==> src/hw/rtl/pat_pkg.sv <==
// Shared constants, codes and control structs for the pose authority tracker.
// No dependencies; imported by every module of the block.
`timescale 1ns / 1ps

package pat_pkg;

    localparam int COUNT_W    = 16;
    localparam int POS_W      = 24;
    localparam int STAMP_W    = 32;
    localparam int YAW_W      = 16;
    localparam int AUTH_W     = 2;
    localparam int UPD_W      = 32;
    localparam int OUT_CNT_W  = 16;
    localparam int DIST_W     = 25;

    localparam int DIFF_W     = POS_W + 1;
    localparam int SQ_W       = 2 * DIFF_W;
    localparam int ROOT_W     = DIFF_W + 1;
    localparam int RAD_W      = 2 * ROOT_W;
    localparam int ROOT_CNT_W = $clog2(ROOT_W);

    localparam logic [DIST_W-1:0]    DIST_MAX    = '1;
    localparam logic [OUT_CNT_W-1:0] OUT_CNT_MAX = '1;

    localparam logic       OP_SAMPLE = 1'b0;
    localparam logic       OP_UPDATE = 1'b1;

    localparam logic [AUTH_W-1:0] AUTH_MEASURED  = 2'd0;
    localparam logic [AUTH_W-1:0] AUTH_PREDICTED = 2'd1;
    localparam logic [AUTH_W-1:0] AUTH_RECOVERY  = 2'd2;
    localparam logic [AUTH_W-1:0] AUTH_INVALID   = 2'd3;

    typedef struct packed {
        logic load;
        logic square;
        logic root_start;
        logic commit;
        logic emit;
    } pat_cmd_t;

    typedef struct packed {
        logic needs_root;
        logic root_done;
    } pat_status_t;

endpackage

==> src/hw/rtl/pat_sqrt.sv <==
// Iterative restoring integer square root, one result bit per cycle.
// Depends on pat_pkg for widths.
`timescale 1ns / 1ps

module pat_sqrt
    import pat_pkg::*;
(
    input  logic              aclk,
    input  logic              aresetn,
    input  logic              start,
    input  logic [RAD_W-1:0]  radicand,
    output logic              done,
    output logic [ROOT_W-1:0] root
);

    logic                  busy_reg, busy_next;
    logic                  done_reg, done_next;
    logic [ROOT_CNT_W-1:0] cnt_reg, cnt_next;
    logic [RAD_W-1:0]      rad_reg, rad_next;
    logic [ROOT_W:0]       rem_reg, rem_next;
    logic [ROOT_W-1:0]     root_reg, root_next;

    logic [ROOT_W+2:0]     rem_try;
    logic [ROOT_W+2:0]     trial;
    logic [ROOT_W+2:0]     rem_sub;
    logic                  fits;

    assign rem_try = {rem_reg, rad_reg[RAD_W-1 -: 2]};
    assign trial   = {1'b0, root_reg, 2'b01};
    assign rem_sub = rem_try - trial;
    assign fits    = rem_try >= trial;

    always_comb begin
        busy_next = busy_reg;
        done_next = 1'b0;
        cnt_next  = cnt_reg;
        rad_next  = rad_reg;
        rem_next  = rem_reg;
        root_next = root_reg;
        priority if (start) begin
            busy_next = 1'b1;
            cnt_next  = '0;
            rad_next  = radicand;
            rem_next  = '0;
            root_next = '0;
        end else if (busy_reg) begin
            // remainder stays below 2*root + 1, so it fits ROOT_W+1 bits
            rem_next  = fits ? rem_sub[ROOT_W:0] : rem_try[ROOT_W:0];
            root_next = {root_reg[ROOT_W-2:0], fits};
            rad_next  = {rad_reg[RAD_W-3:0], 2'b00};
            cnt_next  = cnt_reg + 1'b1;
            if (cnt_reg == ROOT_CNT_W'(ROOT_W - 1)) begin
                busy_next = 1'b0;
                done_next = 1'b1;
            end
        end
    end

    always_ff @(posedge aclk) begin
        if (!aresetn) begin
            busy_reg <= 1'b0;
            done_reg <= 1'b0;
            cnt_reg  <= '0;
        end else begin
            busy_reg <= busy_next;
            done_reg <= done_next;
            cnt_reg  <= cnt_next;
        end
    end

    always_ff @(posedge aclk) begin
        rad_reg  <= rad_next;
        rem_reg  <= rem_next;
        root_reg <= root_next;
    end

    assign done = done_reg;
    assign root = root_reg;

endmodule

==> src/hw/rtl/pat_dp.sv <==
// Datapath: input word capture, tracker state, squares, root unit and output word.
// Depends on pat_pkg and pat_sqrt.
`timescale 1ns / 1ps

module pat_dp
    import pat_pkg::*;
(
    input  logic                 aclk,
    input  logic                 aresetn,
    input  pat_cmd_t             cmd,
    output pat_status_t          st,
    input  logic                 s_op,
    input  logic [AUTH_W-1:0]    s_sample_authority,
    input  logic                 s_sample_finite,
    input  logic [STAMP_W-1:0]   s_stamp_ms,
    input  logic [POS_W-1:0]     s_pose_x,
    input  logic [POS_W-1:0]     s_pose_y,
    input  logic [YAW_W-1:0]     s_pose_yaw,
    output logic [AUTH_W-1:0]    m_authority_now,
    output logic                 m_reference_valid,
    output logic [OUT_CNT_W-1:0] m_predicted_run,
    output logic [STAMP_W-1:0]   m_predicted_duration_ms,
    output logic [OUT_CNT_W-1:0] m_frames_since_ref,
    output logic [STAMP_W-1:0]   m_time_since_ref_ms,
    output logic [DIST_W-1:0]    m_distance_since_ref,
    output logic [YAW_W-1:0]     m_yaw_since_ref,
    output logic [UPD_W-1:0]     m_updates_measured,
    output logic [UPD_W-1:0]     m_updates_predicted
);

    function automatic logic [STAMP_W-1:0] clamp_diff(input logic [STAMP_W-1:0] now_v,
                                                      input logic [STAMP_W-1:0] then_v);
        return (now_v >= then_v) ? now_v - then_v : '0;
    endfunction

    // captured word
    logic               op_reg;
    logic [AUTH_W-1:0]  auth_reg;
    logic               finite_reg;
    logic [STAMP_W-1:0] stamp_reg;
    logic [POS_W-1:0]   x_reg, y_reg;
    logic [YAW_W-1:0]   yaw_reg;

    // tracker state
    logic [AUTH_W-1:0]  last_auth_reg, last_auth_next;
    logic               ref_valid_reg, ref_valid_next;
    logic [STAMP_W-1:0] ref_stamp_reg, ref_stamp_next;
    logic [POS_W-1:0]   ref_x_reg, ref_x_next;
    logic [POS_W-1:0]   ref_y_reg, ref_y_next;
    logic [YAW_W-1:0]   ref_yaw_reg, ref_yaw_next;
    logic [STAMP_W-1:0] run_start_reg, run_start_next;
    logic [COUNT_W-1:0] run_count_reg, run_count_next;
    logic [STAMP_W-1:0] run_dur_reg, run_dur_next;
    logic [COUNT_W-1:0] frames_reg, frames_next;
    logic [STAMP_W-1:0] elapsed_reg, elapsed_next;
    logic [DIST_W-1:0]  dist_reg, dist_next;
    logic [YAW_W-1:0]   yaw_delta_reg, yaw_delta_next;
    logic [UPD_W-1:0]   upd_meas_reg, upd_meas_next;
    logic [UPD_W-1:0]   upd_pred_reg, upd_pred_next;

    logic [SQ_W-1:0]    sq_x_reg, sq_y_reg;

    logic [DIFF_W-1:0]  dx, dy, ax, ay;
    logic [RAD_W-1:0]   radicand;
    logic [ROOT_W-1:0]  root;
    logic               root_done;
    logic [DIST_W-1:0]  dist_clamped;
    logic [YAW_W-1:0]   yaw_wrap;
    logic [STAMP_W-1:0] run_start_eff;

    assign dx = {x_reg[POS_W-1], x_reg} - {ref_x_reg[POS_W-1], ref_x_reg};
    assign dy = {y_reg[POS_W-1], y_reg} - {ref_y_reg[POS_W-1], ref_y_reg};
    assign ax = dx[DIFF_W-1] ? -dx : dx;
    assign ay = dy[DIFF_W-1] ? -dy : dy;

    assign radicand = RAD_W'(sq_x_reg) + RAD_W'(sq_y_reg);

    pat_sqrt u_sqrt (
        .aclk     (aclk),
        .aresetn  (aresetn),
        .start    (cmd.root_start),
        .radicand (radicand),
        .done     (root_done),
        .root     (root)
    );

    assign dist_clamped = (64'(root) > 64'(DIST_MAX)) ? DIST_MAX : DIST_W'(root);
    assign yaw_wrap     = yaw_reg - ref_yaw_reg;
    assign run_start_eff = (run_count_reg == '0) ? stamp_reg : run_start_reg;

    assign st.needs_root = (op_reg == OP_SAMPLE) && finite_reg &&
                           (auth_reg != AUTH_MEASURED) && ref_valid_reg;
    assign st.root_done  = root_done;

    always_comb begin
        last_auth_next = last_auth_reg;
        ref_valid_next = ref_valid_reg;
        ref_stamp_next = ref_stamp_reg;
        ref_x_next     = ref_x_reg;
        ref_y_next     = ref_y_reg;
        ref_yaw_next   = ref_yaw_reg;
        run_start_next = run_start_reg;
        run_count_next = run_count_reg;
        run_dur_next   = run_dur_reg;
        frames_next    = frames_reg;
        elapsed_next   = elapsed_reg;
        dist_next      = dist_reg;
        yaw_delta_next = yaw_delta_reg;
        upd_meas_next  = upd_meas_reg;
        upd_pred_next  = upd_pred_reg;
        if (cmd.commit) begin
            priority if (op_reg == OP_UPDATE) begin
                if (auth_reg == AUTH_MEASURED && upd_meas_reg != '1) begin
                    upd_meas_next = upd_meas_reg + 1'b1;
                end
                if (auth_reg == AUTH_PREDICTED && upd_pred_reg != '1) begin
                    upd_pred_next = upd_pred_reg + 1'b1;
                end
            end else if (!finite_reg) begin
                last_auth_next = AUTH_INVALID;
                run_count_next = '0;
                run_dur_next   = '0;
                run_start_next = '0;
            end else if (auth_reg == AUTH_MEASURED) begin
                last_auth_next = auth_reg;
                ref_valid_next = 1'b1;
                ref_stamp_next = stamp_reg;
                ref_x_next     = x_reg;
                ref_y_next     = y_reg;
                ref_yaw_next   = yaw_reg;
                run_count_next = '0;
                run_dur_next   = '0;
                run_start_next = '0;
                frames_next    = '0;
                elapsed_next   = '0;
                dist_next      = '0;
                yaw_delta_next = '0;
            end else begin
                last_auth_next = auth_reg;
                if (ref_valid_reg) begin
                    if (frames_reg != '1) begin
                        frames_next = frames_reg + 1'b1;
                    end
                    elapsed_next   = clamp_diff(stamp_reg, ref_stamp_reg);
                    dist_next      = dist_clamped;
                    // half turn maps to itself
                    yaw_delta_next = yaw_wrap[YAW_W-1] ? -yaw_wrap : yaw_wrap;
                end
                if (auth_reg == AUTH_PREDICTED) begin
                    run_start_next = run_start_eff;
                    if (run_count_reg != '1) begin
                        run_count_next = run_count_reg + 1'b1;
                    end
                    run_dur_next = clamp_diff(stamp_reg, run_start_eff);
                end else begin
                    run_count_next = '0;
                    run_dur_next   = '0;
                    run_start_next = '0;
                end
            end
        end
    end

    always_ff @(posedge aclk) begin
        if (!aresetn) begin
            last_auth_reg <= AUTH_MEASURED;
            ref_valid_reg <= 1'b0;
            ref_stamp_reg <= '0;
            ref_x_reg     <= '0;
            ref_y_reg     <= '0;
            ref_yaw_reg   <= '0;
            run_start_reg <= '0;
            run_count_reg <= '0;
            run_dur_reg   <= '0;
            frames_reg    <= '0;
            elapsed_reg   <= '0;
            dist_reg      <= '0;
            yaw_delta_reg <= '0;
            upd_meas_reg  <= '0;
            upd_pred_reg  <= '0;
        end else begin
            last_auth_reg <= last_auth_next;
            ref_valid_reg <= ref_valid_next;
            ref_stamp_reg <= ref_stamp_next;
            ref_x_reg     <= ref_x_next;
            ref_y_reg     <= ref_y_next;
            ref_yaw_reg   <= ref_yaw_next;
            run_start_reg <= run_start_next;
            run_count_reg <= run_count_next;
            run_dur_reg   <= run_dur_next;
            frames_reg    <= frames_next;
            elapsed_reg   <= elapsed_next;
            dist_reg      <= dist_next;
            yaw_delta_reg <= yaw_delta_next;
            upd_meas_reg  <= upd_meas_next;
            upd_pred_reg  <= upd_pred_next;
        end
    end

    // payload registers, no reset
    always_ff @(posedge aclk) begin
        if (cmd.load) begin
            op_reg     <= s_op;
            auth_reg   <= s_sample_authority;
            finite_reg <= s_sample_finite;
            stamp_reg  <= s_stamp_ms;
            x_reg      <= s_pose_x;
            y_reg      <= s_pose_y;
            yaw_reg    <= s_pose_yaw;
        end
        if (cmd.square) begin
            sq_x_reg <= SQ_W'(ax) * SQ_W'(ax);
            sq_y_reg <= SQ_W'(ay) * SQ_W'(ay);
        end
        if (cmd.emit) begin
            m_authority_now         <= last_auth_reg;
            m_reference_valid       <= ref_valid_reg;
            m_predicted_run         <= (33'(run_count_reg) > 33'(OUT_CNT_MAX)) ?
                                       OUT_CNT_MAX : OUT_CNT_W'(run_count_reg);
            m_predicted_duration_ms <= run_dur_reg;
            m_frames_since_ref      <= (33'(frames_reg) > 33'(OUT_CNT_MAX)) ?
                                       OUT_CNT_MAX : OUT_CNT_W'(frames_reg);
            m_time_since_ref_ms     <= elapsed_reg;
            m_distance_since_ref    <= dist_reg;
            m_yaw_since_ref         <= yaw_delta_reg;
            m_updates_measured      <= upd_meas_reg;
            m_updates_predicted     <= upd_pred_reg;
        end
    end

endmodule

==> src/hw/rtl/pat_ctrl.sv <==
// Controller FSM: input/output handshake and sequencing of the datapath.
// Depends on pat_pkg.
`timescale 1ns / 1ps

module pat_ctrl
    import pat_pkg::*;
(
    input  logic        aclk,
    input  logic        aresetn,
    input  logic        s_valid,
    output logic        s_ready,
    output logic        m_valid,
    input  logic        m_ready,
    output pat_cmd_t    cmd,
    input  pat_status_t st
);

    localparam logic [2:0] ST_IDLE   = 3'd0;
    localparam logic [2:0] ST_SQUARE = 3'd1;
    localparam logic [2:0] ST_START  = 3'd2;
    localparam logic [2:0] ST_ROOT   = 3'd3;
    localparam logic [2:0] ST_COMMIT = 3'd4;
    localparam logic [2:0] ST_EMIT   = 3'd5;

    logic [2:0] state_reg, state_next;
    logic       m_valid_reg, m_valid_next;
    logic       out_free;

    assign out_free = !m_valid_reg || m_ready;
    assign s_ready  = (state_reg == ST_IDLE);
    assign m_valid  = m_valid_reg;

    always_comb begin
        state_next = state_reg;
        cmd        = '0;
        unique case (state_reg)
            ST_IDLE: begin
                if (s_valid) begin
                    cmd.load   = 1'b1;
                    state_next = ST_SQUARE;
                end
            end
            ST_SQUARE: begin
                cmd.square = 1'b1;
                state_next = st.needs_root ? ST_START : ST_COMMIT;
            end
            ST_START: begin
                cmd.root_start = 1'b1;
                state_next     = ST_ROOT;
            end
            ST_ROOT: begin
                if (st.root_done) begin
                    state_next = ST_COMMIT;
                end
            end
            ST_COMMIT: begin
                cmd.commit = 1'b1;
                state_next = ST_EMIT;
            end
            ST_EMIT: begin
                if (out_free) begin
                    cmd.emit   = 1'b1;
                    state_next = ST_IDLE;
                end
            end
            default: begin
                state_next = ST_IDLE;
            end
        endcase
    end

    always_comb begin
        m_valid_next = m_valid_reg;
        priority if (cmd.emit) begin
            m_valid_next = 1'b1;
        end else if (m_ready) begin
            m_valid_next = 1'b0;
        end
    end

    always_ff @(posedge aclk) begin
        if (!aresetn) begin
            state_reg   <= ST_IDLE;
            m_valid_reg <= 1'b0;
        end else begin
            state_reg   <= state_next;
            m_valid_reg <= m_valid_next;
        end
    end

    a_accept_to_square: assert property (@(posedge aclk) disable iff (!aresetn)
        (s_valid && s_ready) |=> (state_reg == ST_SQUARE))
        else $error("accepted word did not start the square step");

    a_root_start_waits: assert property (@(posedge aclk) disable iff (!aresetn)
        cmd.root_start |=> (state_reg == ST_ROOT))
        else $error("root start not followed by root wait");

    a_done_in_root: assert property (@(posedge aclk) disable iff (!aresetn)
        st.root_done |-> (state_reg == ST_ROOT))
        else $error("root done outside root wait");

    a_commit_then_emit: assert property (@(posedge aclk) disable iff (!aresetn)
        cmd.commit |=> (state_reg == ST_EMIT))
        else $error("commit not followed by emit");

    a_emit_only_free: assert property (@(posedge aclk) disable iff (!aresetn)
        cmd.emit |-> out_free)
        else $error("output word overwritten before taken");

endmodule

==> src/hw/rtl/pose_authority_tracker.sv <==
// Pose authority tracker top level: one result word per input word.
// Update records, non-finite, measured and no-reference samples pass from the square
// step straight to commit and emit; samples that need the distance first wait on the
// 26-step one-bit-per-cycle square root unit. A new word is accepted only after the last
// result is emitted; the emit waits while m_ready holds off an earlier result. Reset
// (aresetn, synchronous, active low) clears all tracker state and the output valid.
`timescale 1ns / 1ps

module pose_authority_tracker
    import pat_pkg::*;
(
    input  logic                 aclk,
    input  logic                 aresetn,
    input  logic                 s_valid,
    output logic                 s_ready,
    input  logic                 s_op,
    input  logic [AUTH_W-1:0]    s_sample_authority,
    input  logic                 s_sample_finite,
    input  logic [STAMP_W-1:0]   s_stamp_ms,
    input  logic [POS_W-1:0]     s_pose_x,
    input  logic [POS_W-1:0]     s_pose_y,
    input  logic [YAW_W-1:0]     s_pose_yaw,
    output logic                 m_valid,
    input  logic                 m_ready,
    output logic [AUTH_W-1:0]    m_authority_now,
    output logic                 m_reference_valid,
    output logic [OUT_CNT_W-1:0] m_predicted_run,
    output logic [STAMP_W-1:0]   m_predicted_duration_ms,
    output logic [OUT_CNT_W-1:0] m_frames_since_ref,
    output logic [STAMP_W-1:0]   m_time_since_ref_ms,
    output logic [DIST_W-1:0]    m_distance_since_ref,
    output logic [YAW_W-1:0]     m_yaw_since_ref,
    output logic [UPD_W-1:0]     m_updates_measured,
    output logic [UPD_W-1:0]     m_updates_predicted
);

    pat_cmd_t    cmd;
    pat_status_t st;

    pat_ctrl u_ctrl (
        .aclk    (aclk),
        .aresetn (aresetn),
        .s_valid (s_valid),
        .s_ready (s_ready),
        .m_valid (m_valid),
        .m_ready (m_ready),
        .cmd     (cmd),
        .st      (st)
    );

    pat_dp u_dp (
        .aclk                    (aclk),
        .aresetn                 (aresetn),
        .cmd                     (cmd),
        .st                      (st),
        .s_op                    (s_op),
        .s_sample_authority      (s_sample_authority),
        .s_sample_finite         (s_sample_finite),
        .s_stamp_ms              (s_stamp_ms),
        .s_pose_x                (s_pose_x),
        .s_pose_y                (s_pose_y),
        .s_pose_yaw              (s_pose_yaw),
        .m_authority_now         (m_authority_now),
        .m_reference_valid       (m_reference_valid),
        .m_predicted_run         (m_predicted_run),
        .m_predicted_duration_ms (m_predicted_duration_ms),
        .m_frames_since_ref      (m_frames_since_ref),
        .m_time_since_ref_ms     (m_time_since_ref_ms),
        .m_distance_since_ref    (m_distance_since_ref),
        .m_yaw_since_ref         (m_yaw_since_ref),
        .m_updates_measured      (m_updates_measured),
        .m_updates_predicted     (m_updates_predicted)
    );

endmodule

==> config.mk <==
export PLATFORM = sky130hd
export DESIGN_NAME = pose_authority_tracker
export DESIGN_NICKNAME = d
export VERILOG_FILES = /design/src/hw/rtl/pat_pkg.sv /design/src/hw/rtl/pat_sqrt.sv /design/src/hw/rtl/pat_dp.sv /design/src/hw/rtl/pat_ctrl.sv /design/src/hw/rtl/pose_authority_tracker.sv
export SDC_FILE = /design/constraint.sdc
export NUM_CORES = 2
export LEC_CHECK = 0
export ABC_AREA = 1
export BUFFER_PORTS_ARGS = -buffer_cell sky130_fd_sc_hd__buf_2
export CAP_MARGIN = 0
export CORE_MARGIN = 4
export CORE_UTILIZATION = 25
export CTS_CLUSTER_SIZE = 16
export DETAILED_ROUTE_END_ITERATION = 12
export GPL_TIMING_DRIVEN = 0
export PLACE_DENSITY = 0.51
export SLEW_MARGIN = 5
export SYNTH_ARGS = -nofsm -noshare
export SYNTH_HDL_FRONTEND = slang
export SYNTH_SLANG_ARGS = --single-unit
==> constraint.sdc <==
create_clock -name aclk -period 27.2 [get_ports aclk]
set_input_delay 4.08 -clock aclk [delete_from_list [all_inputs] [get_ports aclk]]
set_output_delay 4.08 -clock aclk [all_outputs]
set_load 0.03 [all_outputs]
==> reports/summary.log <==
qor: status.outcome complete, no violations
qor: worst_setup_path.critical_path_source_type flop
qor: sta.tightestPinTransition 1432 ps
qor: cts.quantity_of_hold_fixing_buffers_added_after_cts 0
qor: sta.setup_slack 16470 ps
qor: synth.synth_async_sr_flop_share 0%
qor: routing.via_count 63880
qor: final_layout.nNetsFinal 11610
qor: final_layout.largest_register_ffs 52
qor: synth.synth-edff-count 454
qor: synth.synth-adder-area-share 32.62%
qor: worst_setup_path.crit_path_max_incr_delay 710 ps
qor: worst_setup_path.critical_path.max_fanout 10
qor: routing.avgRoutedWirePerCell 18.32 um
qor: routing.drt_drc_violations_left 0
qor: worst_setup_path.cp.required 27640 ps
qor: worst_setup_path.arrival_time_of_data_at_the_critical_path_endpoint 11170 ps
qor: cts.clock_sinks 850
qor: place.detailedPlacementHpwl 218.6 mm
qor: die.die_h 573.5 um
qor: synth.synth_seq_area_share 26.97%
qor: die.initial_cell_density_of_the_core 25.12%
qor: cts.root_buffer clkbuf_16
qor: global_route.grt_max_degree 57
qor: worst_setup_path.worstSetupEndpointType flop
qor: flow_run.number_of_violations_of_the_max_capacitance_limit 0
qor: sta.maxSlewViolCount 0
qor: routing.drt_iter0_markers 4566
qor: global_route.grt_usage 15.67%
qor: sta.rsz_0062_raised_after_global_routing false
qor: global_route.globalRouteOverflowTotal 0
qor: routing.detailedRoute.firstPassIterationCount 6
qor: synth.dominant_combinational_cell_family_by_area_after_synthesis adder cells
qor: routing.number_of_nets_still_failing_antenna_checks_after_routing 0
qor: cts.cts_repair_resize_count 0
qor: cts.number_of_buffers_added_for_setup_after_cts 0
qor: sta.maxClockFrequency 93.19 MHz
qor: sta.min_period_over_period 39.45%
qor: place.place_worst_setup_slack 16630 ps
qor: synth.ys_ff_latch 850
qor: routing.finalWirelength 261.1 mm
qor: synth.synth_compound_area_share 9.571%
qor: global_route.antenna_violations_before_repair 20
qor: cts.cts-buffers-inserted 90
qor: place.numPortBuffers 308
qor: synth.synthXorXnorAreaFrac 2.959%
qor: global_route.grt_first_pass_wirelength 398.5 mm
qor: final_layout.mostFrequentLayoutCells inv_1, nand2_1, fa_1
qor: synth.synth.distinct_cells 71
qor: sta.finalHoldViolations 0
qor: final_layout.layout-drive-gt1-share 7.927%
qor: synth.syn_area_per_cell 8.405 sq um
qor: die.rows 207
qor: final_layout.area_growth 12.96%
qor: worst_hold_path.min-delay-path-class flop to flop
qor: die.core_area 0.3183 sq mm
qor: cts.cts_buffer_depth 3
qor: die.fp.dieW 573.5 um
qor: die.boundaryPins 310
qor: global_route.vias_in_the_first_global_route 64230
qor: synth.synth-main-ff-cell edfxtp_1
qor: sta.period_minus_slack 10730 ps
qor: cts.cts_tree built
qor: cts.htree_num_levels 3
qor: sta.finalClockSkew 26.67 ps
qor: worst_setup_path.crit_top_cell fa_1
qor: worst_setup_path.crit_type flop to flop
qor: worst_setup_path.worst_path_max_delay_cell clkinv_1
qor: synth.post_synth_instance_area 0.07995 sq mm
qor: sta.max-slew-margin-rel 4.524%
qor: cts.cts.clk_slew.worst_paths 60 ps
qor: synth.synth_warnings 0
qor: cts.insertion_delay 700 ps
qor: synth.synth.area.mux_share 0%
qor: die.die_area 0.3289 sq mm
qor: sta.setup_viol 0
qor: routing.vias_per_cell 4.481
qor: place.globalplace.congestion 0.9699
qor: synth.synth_simple_gate_area_share 17.02%
qor: synth.post_synth_inst_count 9512
qor: final_layout.commonest_non_fill_non_tap_cell_in_the_layout inv_1
layer usage:
metal  global-route usage (%)  up-vias  part of all wire (%)
li1                         -    30890                     -
met1                    21.08    30920                    44
met2                    26.22     1777                    47
met3                    2.016      302                   6.2
met4                    4.655        0                   3.4
met5                        0        -                     0
synthesized netlist by cell type, drive strengths merged, types with 2 or more instances:
| cell | instances | area share [%] |
|---|---|---|
| a211oi | 9 | 0.085 |
| a21boi | 13 | 0.12 |
| a21o | 26 | 0.24 |
| a21oi | 690 | 4.3 |
| a221oi | 7 | 0.077 |
| a22oi | 27 | 0.25 |
| a31o | 2 | 0.022 |
| a31oi | 51 | 0.40 |
| and2 | 3 | 0.023 |
| and3 | 8 | 0.063 |
| buf | 77 | 0.57 |
| clkbuf | 124 | 0.58 |
| clkinv | 8 | 0.038 |
| conb | 2 | 0.0094 |
| dfxtp | 396 | 9.9 |
| edfxtp | 454 | 17 |
| fa | 941 | 24 |
| ha | 579 | 9.1 |
| inv | 2057 | 9.7 |
| nand2 | 1687 | 8.1 |
| nand3 | 289 | 1.8 |
| nand3b | 15 | 0.14 |
| nand4 | 115 | 0.95 |
| nor2 | 903 | 4.5 |
| nor3 | 105 | 0.66 |
| nor3b | 16 | 0.15 |
| nor4 | 46 | 0.37 |
| o2111ai | 5 | 0.055 |
| o211ai | 18 | 0.18 |
| o21a | 36 | 0.34 |
| o21ai | 454 | 2.9 |
| o21bai | 21 | 0.20 |
| o221a | 2 | 0.028 |
| o221ai | 13 | 0.14 |
| o22ai | 2 | 0.016 |
| o31ai | 13 | 0.12 |
| or2 | 34 | 0.27 |
| xnor2 | 112 | 1.3 |
| xor2 | 144 | 1.7 |
path summary, 6_finish.rpt:
check                         start                       endpoint  slack [ps]  cells after the start
setup / recovery      u_dp.x_reg[0]              u_dp.sq_x_reg[46]       16470                     36
hold / removal    u_dp.dist_reg[22]  u_dp.m_distance_since_ref[22]         430                      0
setup reg to reg      u_dp.x_reg[0]              u_dp.sq_x_reg[46]       16470                     36
hold reg to reg   u_dp.dist_reg[22]  u_dp.m_distance_since_ref[22]         430                      0
per-stage QoR:
stage / TNS (ps) / instances / cell area [sq um] / hold slack, ps / util, %
3_5_place_dp: 0 / 14080 / 87310 / 413.7 / 27.43
5_1_grt: 0 / 14250 / 90290 / 434.7 / 28.36
6_report: 0 / 14260 / 90310 / 426.0 / 28.37
3_3_place_gp: -1553560 / 14030 / 86850 / 413.3 / 27.29
2_1_floorplan: 0 / 9546 / 80080 / 403.0 / -
4_1_cts: 0 / 14250 / 90290 / 425.7 / 28.36
critical path, delay by kind of cell, from the launching register on:
| family | cells | cell delay [ps] |
|---|---|---|
| and+or+nand+nor | 9 | 1630 |
| AOI/OAI and AO/OA | 7 | 1990 |
| DFF | 1 | 400 |
| buffers and inverters | 9 | 1820 |
| xor gates and xnor gates | 1 | 90 |
| adders and majority gates | 10 | 4550 |
final cells by class:
| class | count | area, sq um |
|---|---|---|
| multi-input cells | 6430 | 49880 |
| flip-flops and latches | 850 | 21560 |
| diodes | 10 | 25.02 |
| clock buffers | 111 | 2402 |
| repair buffers | 352 | 1968 |
| inverters | 2065 | 7751 |
| clock inverters | 58 | 573.1 |
| plain buffers | 201 | 923.4 |
| well taps | 4180 | 5230 |
| fillers | 34500 | 228000 |
cell families (layout without fill, tap and decap cells):
family | after synthesis | count (layout)
and+or+nand+nor | 3222 | 3222
DFF | 850 | 850
adders and majority gates | 1520 | 1520
buffers and inverters | 2266 | 2787
xor gates and xnor gates | 256 | 256
AOI/OAI and AO/OA | 1396 | 1396
other | 2 | 46
Power is left out: the tool's default activity adds up to more than one toggle a clock period on the data nets, which glitch-free logic cannot reach.
